File: config.mk
export PLATFORM = sky130hd
export DESIGN_NAME = remaining_time_word_phrase_flat
export DESIGN_NICKNAME = d
export VERILOG_FILES = /design/src/rtl/rtwp_pkg.sv /design/src/rtl/rtwp_if.sv /design/src/rtl/rtwp_split.sv /design/src/rtl/rtwp_words.sv /design/src/rtl/remaining_time_word_phrase.sv /design/src/flat_wrapper.sv
export SDC_FILE = /design/constraint.sdc
export NUM_CORES = 1
export LEC_CHECK = 0
export CORE_MARGIN = 8
export CORE_UTILIZATION = 60
export CTS_BUF_LIST = sky130_fd_sc_hd__clkbuf_8 sky130_fd_sc_hd__clkbuf_16
export CTS_CLUSTER_DIAMETER = 40
export DETAILED_ROUTE_END_ITERATION = 10
export DONT_BUFFER_PORTS = 1
export GPL_TIMING_DRIVEN = 0
export PLACE_DENSITY = 0.76
export REMOVE_ABC_BUFFERS = 1
export SLEW_MARGIN = 20
export SYNTH_ARGS = -nofsm -noshare
export SYNTH_HDL_FRONTEND = slang
export SYNTH_SLANG_ARGS = --single-unit
File: constraint.sdc
create_clock -name clk -period 19.23 [get_ports clk]
set_input_delay 0.9615 -clock clk [delete_from_list [all_inputs] [get_ports clk]]
set_output_delay 0.9615 -clock clk [all_outputs]
set_load 0.005 [all_outputs]
File: src/rtl/rtwp_pkg.sv
// rtwp_pkg: types, constants and word tables for the remaining-time word phrase block
// no dependencies; imported by every other file in rtl/

package rtwp_pkg;

  localparam int unsigned SECS_W = 32;
  localparam int unsigned LOW_W  = 16;
  localparam int unsigned HOUR_W = 4;
  localparam int unsigned REM_W  = 12;
  localparam int unsigned FIVE_W = 13;
  localparam int unsigned IDX_W  = 4;
  localparam int unsigned MASK_W = 25;
  localparam int unsigned BG_W   = 2;

  localparam logic [LOW_W-1:0]  SECS_PER_HOUR = 16'd3600;
  localparam logic [FIVE_W-1:0] SECS_PER_FIVE = 13'd300;
  localparam logic [FIVE_W-1:0] HALF_ROUND    = 13'd120;
  localparam logic [HOUR_W-1:0] MAX_HOURS     = 4'd12;
  localparam logic [IDX_W-1:0]  FULL_HOUR_IDX = 4'd12;
  // 12 h 58 min and above rounds past twelve hours
  localparam logic [SECS_W-1:0] SAT_SECS      = 32'd46680;

  localparam int unsigned W_MORE   = 0;
  localparam int unsigned W_LESS   = 1;
  localparam int unsigned W_THAN   = 2;
  localparam int unsigned W_HEAT   = 14;
  localparam int unsigned W_TWELVE = 15;
  localparam int unsigned W_ERROR  = 16;
  localparam int unsigned W_TWENTY = 17;
  localparam int unsigned W_TEN    = 18;
  localparam int unsigned W_THIRTY = 19;
  localparam int unsigned W_FORTY  = 20;
  localparam int unsigned W_TAIL5  = 21;
  localparam int unsigned W_FIFTY  = 22;
  localparam int unsigned W_LEFT   = 23;
  localparam int unsigned W_DONE   = 24;
  localparam int unsigned W_FIVE   = 7;

  typedef enum logic [2:0] {
    ST_UNAVAIL,
    ST_IDLE,
    ST_HEATING,
    ST_ERROR,
    ST_DONE,
    ST_PAUSED,
    ST_RESUMING,
    ST_PRINTING
  } print_state_t;

  typedef enum logic [BG_W-1:0] {
    BG_OFF,
    BG_IDLE,
    BG_PAUSE
  } bg_t;

  typedef struct packed {
    print_state_t            state;
    logic                    sat;
    logic [HOUR_W-1:0]       hours;
    logic [REM_W-1:0]        rem;
  } split_t;

  function automatic logic [LOW_W-1:0] hour_base(input logic [HOUR_W-1:0] h);
    hour_base = LOW_W'(h) * SECS_PER_HOUR;
  endfunction

  function automatic logic [FIVE_W-1:0] five_base(input logic [IDX_W-1:0] k);
    five_base = FIVE_W'(k) * SECS_PER_FIVE;
  endfunction

  function automatic logic [MASK_W-1:0] hour_mask(input logic [HOUR_W-1:0] h);
    logic [MASK_W-1:0] m;
    m = '0;
    case (h)
      4'd1:    m[3] = 1'b1;
      4'd2:    m[4] = 1'b1;
      4'd3:    m[5] = 1'b1;
      4'd4:    m[6] = 1'b1;
      4'd5:    m[7] = 1'b1;
      4'd6:    m[8] = 1'b1;
      4'd7:    m[9] = 1'b1;
      4'd8:    m[10] = 1'b1;
      4'd9:    m[11] = 1'b1;
      4'd10:   m[12] = 1'b1;
      4'd11:   m[13] = 1'b1;
      4'd12:   m[W_TWELVE] = 1'b1;
      4'd13:   m[W_TWELVE] = 1'b1;
      default: m = '0;
    endcase
    hour_mask = m;
  endfunction

  function automatic logic [MASK_W-1:0] minute_word(input logic [IDX_W-1:0] k);
    logic [MASK_W-1:0] m;
    m = '0;
    case (k)
      4'd1:    m[W_FIVE] = 1'b1;
      4'd2:    m[W_TEN] = 1'b1;
      4'd3:    begin m[W_TEN] = 1'b1; m[W_TAIL5] = 1'b1; end
      4'd4:    m[W_TWENTY] = 1'b1;
      4'd5:    begin m[W_TWENTY] = 1'b1; m[W_TAIL5] = 1'b1; end
      4'd6:    m[W_THIRTY] = 1'b1;
      4'd7:    begin m[W_THIRTY] = 1'b1; m[W_TAIL5] = 1'b1; end
      4'd8:    m[W_FORTY] = 1'b1;
      4'd9:    begin m[W_FORTY] = 1'b1; m[W_TAIL5] = 1'b1; end
      4'd10:   m[W_FIFTY] = 1'b1;
      4'd11:   begin m[W_FIFTY] = 1'b1; m[W_TAIL5] = 1'b1; end
      default: m = '0;
    endcase
    minute_word = m;
  endfunction

endpackage

File: src/rtl/rtwp_if.sv
// rtwp_in_if / rtwp_out_if: valid/ready channels for input and result words
// depends on rtwp_pkg

interface rtwp_in_if;
  import rtwp_pkg::*;
  logic                valid;
  logic                ready;
  print_state_t        print_state;
  logic [SECS_W-1:0]   secs_left;
  modport source(output valid, print_state, secs_left, input ready);
  modport sink(input valid, print_state, secs_left, output ready);
endinterface

interface rtwp_out_if;
  import rtwp_pkg::*;
  logic                valid;
  logic                ready;
  logic [MASK_W-1:0]   word_mask;
  logic [BG_W-1:0]     background;
  modport source(output valid, word_mask, background, input ready);
  modport sink(input valid, word_mask, background, output ready);
endinterface

File: src/rtl/rtwp_split.sv
// rtwp_split: splits remaining seconds into whole hours and leftover seconds
// depends on rtwp_pkg

module rtwp_split (
  input  rtwp_pkg::print_state_t            state,
  input  logic [rtwp_pkg::SECS_W-1:0]       secs,
  output rtwp_pkg::split_t                  split
);
  import rtwp_pkg::*;

  logic [LOW_W-1:0]  low;
  logic [HOUR_W-1:0] h;
  logic              sat;

  assign sat = (secs >= SAT_SECS);
  assign low = secs[LOW_W-1:0];

  always_comb begin
    h = '0;
    for (int k = 1; k <= 12; k++) begin
      if (low >= hour_base(HOUR_W'(k))) h = HOUR_W'(k);
    end
  end

  always_comb begin
    split.state = state;
    split.sat   = sat;
    split.hours = sat ? MAX_HOURS : h;
    split.rem   = sat ? '0 : REM_W'(low - hour_base(h));
  end

endmodule

File: src/rtl/rtwp_words.sv
// rtwp_words: rounds to five minutes and builds the word mask and background
// depends on rtwp_pkg

module rtwp_words (
  input  rtwp_pkg::split_t              split,
  output logic [rtwp_pkg::MASK_W-1:0]   word_mask,
  output logic [rtwp_pkg::BG_W-1:0]     background
);
  import rtwp_pkg::*;

  logic [FIVE_W-1:0] rounded;
  logic [FIVE_W-1:0] rem_x;
  logic [FIVE_W-1:0] target;
  logic [IDX_W-1:0]  idx;
  logic [IDX_W-1:0]  sidx;
  logic [IDX_W-1:0]  shown_idx;
  logic [HOUR_W-1:0] hw;
  logic              carry;
  logic              zero;
  logic              more;
  logic              less;
  logic [MASK_W-1:0] time_mask;

  assign rem_x   = FIVE_W'(split.rem);
  assign rounded = rem_x + HALF_ROUND;

  always_comb begin
    idx = '0;
    for (int k = 1; k <= 12; k++) begin
      if (rounded >= five_base(IDX_W'(k))) idx = IDX_W'(k);
    end
  end

  always_comb begin
    carry     = (idx == FULL_HOUR_IDX);
    sidx      = (split.sat || carry) ? '0 : idx;
    hw        = split.sat ? MAX_HOURS : split.hours + HOUR_W'(carry);
    zero      = (hw == '0) && (sidx == '0);
    shown_idx = zero ? IDX_W'(1) : sidx;
    target    = five_base(carry ? idx : shown_idx);
    more      = split.sat || (rem_x > target);
    less      = !split.sat && (rem_x < target);
    time_mask = hour_mask(hw) | minute_word(shown_idx);
    time_mask[W_LEFT] = 1'b1;
    time_mask[W_MORE] = more;
    time_mask[W_LESS] = less;
    time_mask[W_THAN] = more || less;
  end

  always_comb begin
    word_mask  = '0;
    background = BG_OFF;
    unique case (split.state) inside
      ST_UNAVAIL: ;
      ST_IDLE:    background = BG_IDLE;
      ST_HEATING: word_mask[W_HEAT] = 1'b1;
      ST_ERROR:   word_mask[W_ERROR] = 1'b1;
      ST_DONE:    word_mask[W_DONE] = 1'b1;
      ST_PAUSED: begin
        word_mask  = time_mask;
        background = BG_PAUSE;
      end
      ST_RESUMING, ST_PRINTING: word_mask = time_mask;
      default: ;
    endcase
  end

endmodule

File: src/rtl/remaining_time_word_phrase.sv
// remaining_time_word_phrase: top level, three-register pipeline around split and words
// depends on rtwp_pkg, rtwp_if, rtwp_split, rtwp_words
//
// in_chan carries a device state and a remaining time in seconds; out_chan
// returns one word for each input word: a 25-bit mask of lit words and a
// background code. Both channels use valid/ready; a word moves on a rising
// clk edge where both are high.
// The word passes an input register, a register after the hour split, and the
// result register, which drives out_chan.valid. Throughput is one word per
// cycle while out_chan.ready stays high; each stage loads whenever it is
// empty or the stage after it moves, so a new word is taken while a finished
// one still waits on the output.
// When the receiver holds out_chan.ready low the result register holds its
// word and up to two more words wait in the earlier stages before
// in_chan.ready drops.
// rst_n is synchronous and active low; it empties all stages and nothing
// is presented until new words arrive.

module remaining_time_word_phrase (
  input  logic        clk,
  input  logic        rst_n,
  rtwp_in_if.sink     in_chan,
  rtwp_out_if.source  out_chan
);
  import rtwp_pkg::*;

  logic              v0_r, v1_r, v2_r;
  logic              en0, en1, en2;
  print_state_t      state0_r;
  logic [SECS_W-1:0] secs0_r;
  split_t            split_nxt;
  split_t            split1_r;
  logic [MASK_W-1:0] mask_nxt;
  logic [MASK_W-1:0] mask2_r;
  logic [BG_W-1:0]   bg_nxt;
  logic [BG_W-1:0]   bg2_r;

  assign en2 = !v2_r || out_chan.ready;
  assign en1 = !v1_r || en2;
  assign en0 = !v0_r || en1;

  assign in_chan.ready       = en0;
  assign out_chan.valid      = v2_r;
  assign out_chan.word_mask  = mask2_r;
  assign out_chan.background = bg2_r;

  rtwp_split u_split (
    .state (state0_r),
    .secs  (secs0_r),
    .split (split_nxt)
  );

  rtwp_words u_words (
    .split      (split1_r),
    .word_mask  (mask_nxt),
    .background (bg_nxt)
  );

  always_ff @(posedge clk) begin
    if (!rst_n) begin
      v0_r <= 1'b0;
      v1_r <= 1'b0;
      v2_r <= 1'b0;
    end else begin
      if (en0) v0_r <= in_chan.valid;
      if (en1) v1_r <= v0_r;
      if (en2) v2_r <= v1_r;
    end
  end

  always_ff @(posedge clk) begin
    if (en0) begin
      state0_r <= in_chan.print_state;
      secs0_r  <= in_chan.secs_left;
    end
    if (en1) split1_r <= split_nxt;
    if (en2) begin
      mask2_r <= mask_nxt;
      bg2_r   <= bg_nxt;
    end
  end

  a_accept_loads: assert property (@(posedge clk) disable iff (!rst_n)
    in_chan.valid && in_chan.ready |=> v0_r)
    else $error("accepted word not captured");

  a_than_pair: assert property (@(posedge clk) disable iff (!rst_n)
    out_chan.valid |-> out_chan.word_mask[W_THAN] ==
      (out_chan.word_mask[W_MORE] || out_chan.word_mask[W_LESS]))
    else $error("than without more or less");

  a_more_less: assert property (@(posedge clk) disable iff (!rst_n)
    out_chan.valid |-> !(out_chan.word_mask[W_MORE] && out_chan.word_mask[W_LESS]))
    else $error("more and less both lit");

  a_pause_left: assert property (@(posedge clk) disable iff (!rst_n)
    out_chan.valid && out_chan.background == BG_PAUSE |-> out_chan.word_mask[W_LEFT])
    else $error("paused without left");

  a_stall_holds: assert property (@(posedge clk) disable iff (!rst_n)
    v1_r && v2_r && !out_chan.ready |=> v1_r && $stable(split1_r))
    else $error("middle stage lost a word under stall");

endmodule

File: src/flat_wrapper.sv
// flat-port wrapper written by rule: the top's interface ports become plain ports
module remaining_time_word_phrase_flat import rtwp_pkg::*;
  (clk, rst_n, in_chan_valid, in_chan_print_state, in_chan_secs_left, in_chan_ready, out_chan_valid, out_chan_word_mask, out_chan_background, out_chan_ready);
  rtwp_in_if in_chan_i ();
  rtwp_out_if out_chan_i ();
  input  logic clk;
  input  logic rst_n;
  input wire logic [$bits(in_chan_i.valid)-1:0] in_chan_valid;
  input wire logic [$bits(in_chan_i.print_state)-1:0] in_chan_print_state;
  input wire logic [$bits(in_chan_i.secs_left)-1:0] in_chan_secs_left;
  output wire logic [$bits(in_chan_i.ready)-1:0] in_chan_ready;
  output wire logic [$bits(out_chan_i.valid)-1:0] out_chan_valid;
  output wire logic [$bits(out_chan_i.word_mask)-1:0] out_chan_word_mask;
  output wire logic [$bits(out_chan_i.background)-1:0] out_chan_background;
  input wire logic [$bits(out_chan_i.ready)-1:0] out_chan_ready;
  assign in_chan_i.valid = in_chan_valid;
  assign in_chan_i.print_state = in_chan_print_state;
  assign in_chan_i.secs_left = in_chan_secs_left;
  assign in_chan_ready = in_chan_i.ready;
  assign out_chan_valid = out_chan_i.valid;
  assign out_chan_word_mask = out_chan_i.word_mask;
  assign out_chan_background = out_chan_i.background;
  assign out_chan_i.ready = out_chan_ready;
  remaining_time_word_phrase u_core (.clk(clk), .rst_n(rst_n), .in_chan(in_chan_i), .out_chan(out_chan_i));
endmodule
==> results.env <==
NUMBER_OF_MAX_SLEW_VIOLATIONS_IN_THE_FINAL_REPORT=0
GPL.FINAL_WEIGHTED_CONGESTION=0.9326
WIRE_LENGTH_OF_THE_FIRST_GLOBAL_ROUTING_PASS_UM=21200
CELLLEAKAGEPOWER_uW=0.002269
AVERAGE_WIRE_PER_STANDARD_CELL_UM=18.22
FIN_CRIT_NS=8.023
SETUP_VIOL=0
N_FILL_CELL=773
SETUP-TNS-FINAL_NS=0
POST_SYNTH_INSTANCE_AREA_UM2=5796
CORE-AREA_UM2=9594
GRT_SETUP_UNREPAIRED='no'
NETS=631
CAP_VIOL_MAX_COUNT=0
DIE_OUTLINE_HEIGHT_UM=114.3
LAYOUT_WORST_PATH_CYCLE_SHARE_PCT=41.72
BUFFER_LEVELS_ON_THE_LONGEST_CLOCK_PATH=2
DRCVIOLATIONCOUNT=0
CTS_RESIZED=0
CLOCKROOTBUFFER='clkbuf_8'
CLK_PIN_SLEW_NS=0.10
PLACEDCELLCOUNT=675
AREA_DELTA_SYNTH_FINAL_PCT=4.469
SYNTH-WARNING-COUNT=0
CRIT_PATH_MAX_FANOUT=26
FINAL_UTIL_PCT=63.11
HTREE_DEPTH=3
WORSTSKEWPAIRLATENCY_NS=0.35
POST_CTS_HOLD_BUFFER_COUNT=0
IO_BUFFER_COUNT=0
GRT_ANTENNA_BEFORE_REPAIR=0
INITIAL_UTILIZATION_PCT=60.41
DRT_PRE_ANTENNA_ITERS=4
MULTI_INPUT_AREA_UM2=3018
SYNTH_FLOP_CELL='edfxtp_1'
CTS_BUFFERS=9
POST_SYNTH.CELL_AREA_AVG_UM2=10.10
GRT_OVERFLOW_TOTAL=0
TIMING_WORST_SETUP_PATH_TYPE='reg -> reg'
MAX_FREQ_MHz=124.6
SYNTH_ASYNC_SR_FLOP_SHARE_PCT=0
DRT_WL_TOTAL_UM=12590
CLOCK-SKEW-FINAL_NS=0.01623
PLACE_WORST_SETUP_SLACK_NS=11.35
POSTCTSSETUPBUFFERS=0
FINALNONFILLERCELLS=691
RELSLEWSLACK_PCT=34.39
WORST-ENDPOINT-ARRIVAL_NS=8.13
GRT_MAX_DEGREE=28
GRT_UTIL_ALL_LAYERS_PCT=20.05
POST_SYNTH_INST_COUNT=574
POWERDENSITY_nW_PER_UM2=60.74
CP-START-KIND='flip-flop'
PLACE_HPWL_UM=9417
CORE_ROWS=36
REQUIRED_NS=19.34
ROUTED_VIAS_INST=6.495
ANTENNA-DIODE-COUNT=0
FINAL_LAYOUT_SIZE_SUFFIX_GT1_SHARE_PCT=8.244
FLOORPLAN.DIE.WIDTH_UM=114.3
REPORT.FINAL.HOLD_VIOL_COUNT=0
FLOORPLAN.DIE_AREA_UM2=13060
FIRST_GLOBAL_VIAS=4383
SETUP.WORST_PATH.END_CLASS='flip-flop'
FIRST_ITER_VIOLATIONS=252
MAX_SLEW.WORST_PIN.SLEW_NS=0.9830
IRDROPWORSTVDD_V=0.00005948
CTS_NUM_SINKS=85
STATUS='completed'
SYNTH-EDFF-COUNT=82
FF_LATCH_AREA_UM2=2522
SYNTH.LIB_CELLS_USED.DISTINCT=85
DR_TOTAL_VIAS=4488
WORST_SETUP_MARGIN_NS=11.21
YS_SEQ_AREA_SHARE_PCT=43.52
CLOCK_TREE_FROM_TRITONCTS='built'
ROUTE.ANTENNA.REMAINING_NETS=0
SYNTH.FF_LATCH_COUNT=85
IO-PIN-COUNT=68
HOLD_PATH_CLASS='reg -> reg'
[path summary, 6_finish.rpt]
check | startpoint | to | slack [ns] | cells past startpoint
worst max-delay path | u_core.split1_r[3]$_SDFFCE_PP0P_ | u_core.out_chan.word_mask[2]$_SDFFCE_PN0P_ | 11.21 | 26
worst min register to register | u_core.state0_r[2]$_DFFE_PP_ | u_core.split1_r[19]$_DFFE_PP_ | 0.44 | 0
worst min-delay path | u_core.state0_r[2]$_DFFE_PP_ | u_core.split1_r[19]$_DFFE_PP_ | 0.44 | 0
worst max register to register | u_core.split1_r[3]$_SDFFCE_PP0P_ | u_core.out_chan.word_mask[2]$_SDFFCE_PN0P_ | 11.21 | 26
[cells in the mapped netlist, types with 3 or more instances]
cell	number	area, um2
o21ai_0	33	165.2
xor2_1	6	52.55
buf_2	10	50.05
o22ai_1	9	56.30
o2111ai_1	3	26.28
or3_1	5	31.28
nand2b_1	8	50.05
o41ai_1	3	26.28
nand3_1	17	85.08
and2_1	10	62.56
nor2_1	46	172.7
dfxtp_1	3	60.06
nand2_1	26	97.59
inv_1	28	105.1
and3_1	5	31.28
nor3_1	21	105.1
and3b_1	4	35.03
clkbuf_1	18	67.56
o21a_1	8	60.06
a211o_1	3	26.28
or4_1	3	22.52
or2_2	7	43.79
o21bai_1	6	45.04
ha_1	37	462.9
a31oi_1	15	93.84
a211oi_1	4	30.03
nor2b_1	12	75.07
edfxtp_1	82	2462
a21o_1	6	45.04
nor3b_1	8	60.06
xnor2_1	12	105.1
nand4_1	5	31.28
nor4b_1	4	35.03
nor4_1	9	56.30
o31ai_1	3	22.52
a21oi_1	30	150.1
a21boi_0	4	30.03
[cells by family (layout without fill, tap and decap cells)]
logic type / count (synthesis) / in the layout / share of synthesized area (%)
buf+inv: 61 / 45 / 4.491
fa+ha+maj: 39 / 39 / 8.679
simple gates: 205 / 205 / 19.99
mux: 2 / 2 / 0.3454
flops: 85 / 85 / 43.52
compound gates: 163 / 163 / 19.86
xor+xnor: 19 / 19 / 3.109
[worst max-delay path: stages (launching register included)]
cell and delay, ns:
edfxtp_1 0.74, inv_1 0.26, ha_1 0.76, o21ba_2 0.27, o311ai_0 0.56, nand2_1 0.23, a31oi_1 0.27, o21a_1 0.36
ha_1 0.23, nand2_1 0.07, xor2_1 0.24, a31oi_1 0.13, nor2_1 0.21, nand3_1 0.13, a21oi_1 0.44, fa_1 0.51
ha_1 0.24, a21o_1 0.19, a21oi_1 0.22, nor2b_1 0.08, o21ai_0 0.16, nand2b_1 0.12, xnor2_1 0.15, ha_1 0.33
nand2_1 0.06, or4_1 0.56, o31a_1 0.26
[flip-flops by register name, indices dropped and copies added, names as in the netlist]
name                        flops
u_core.out_chan.word_mask      25
u_core.v0_r                     1
u_core.secs0_r                 32
u_core.split1_r                20
u_core.out_chan.background      2
u_core.out_chan.valid           1
u_core.v1_r                     1
u_core.state0_r                 3
[layout by cell type (no fill, tap or decap), types with 12 or more instances in the layout]
master    count
inv_1        28
nand3_1      16
o21ai_0      33
a21oi_1      30
ha_1         37
edfxtp_1     82
nor2b_1      12
xnor2_1      12
a31oi_1      15
nand2_1      26
nor2_1       46
nor3_1       21
[stage by stage]
stage / hold WS (ns) / area (um2) / power [uW]
2_1_floorplan: 0.4003 / 5640 / 240.2
3_3_place_gp: 0.4010 / 5807 / 246.5
3_5_place_dp: 0.4194 / 5839 / 247.5
4_1_cts: 0.4446 / 6055 / 370.5
5_1_grt: 0.4478 / 6055 / 384.1
6_report: 0.4445 / 6055 / 367.8
[power by group]
| group | leakage, uW | switching [uW] | internal (uW) |
|---|---|---|---|
| Sequential | 0.000944 | 6.83 | 209 |
| Combinational | 0.00122 | 14.6 | 13.2 |
| Clock | 0.000105 | 72.0 | 52.3 |
| Total | 0.00227 | 93.5 | 274 |
[layer usage]
metal  track usage [%]  vias up  wire length [um]
li1                  -     2139                 -
met1             25.13     2136              5338
met2             33.24      183              6160
met3             4.378       30               786
met4             7.365        0               307
met5                 0        -                 0
[layout make-up]
cell class	instances	share of cell area [%]
repair buffers	1	0.4546
multi-input cells	428	49.84
clock buffers	9	2.046
inverters	28	1.736
well taps	133	2.749
flip-flops and latches	85	41.66
clock inverters	7	1.509
Note: power is estimated with default switching activity, not from simulation.
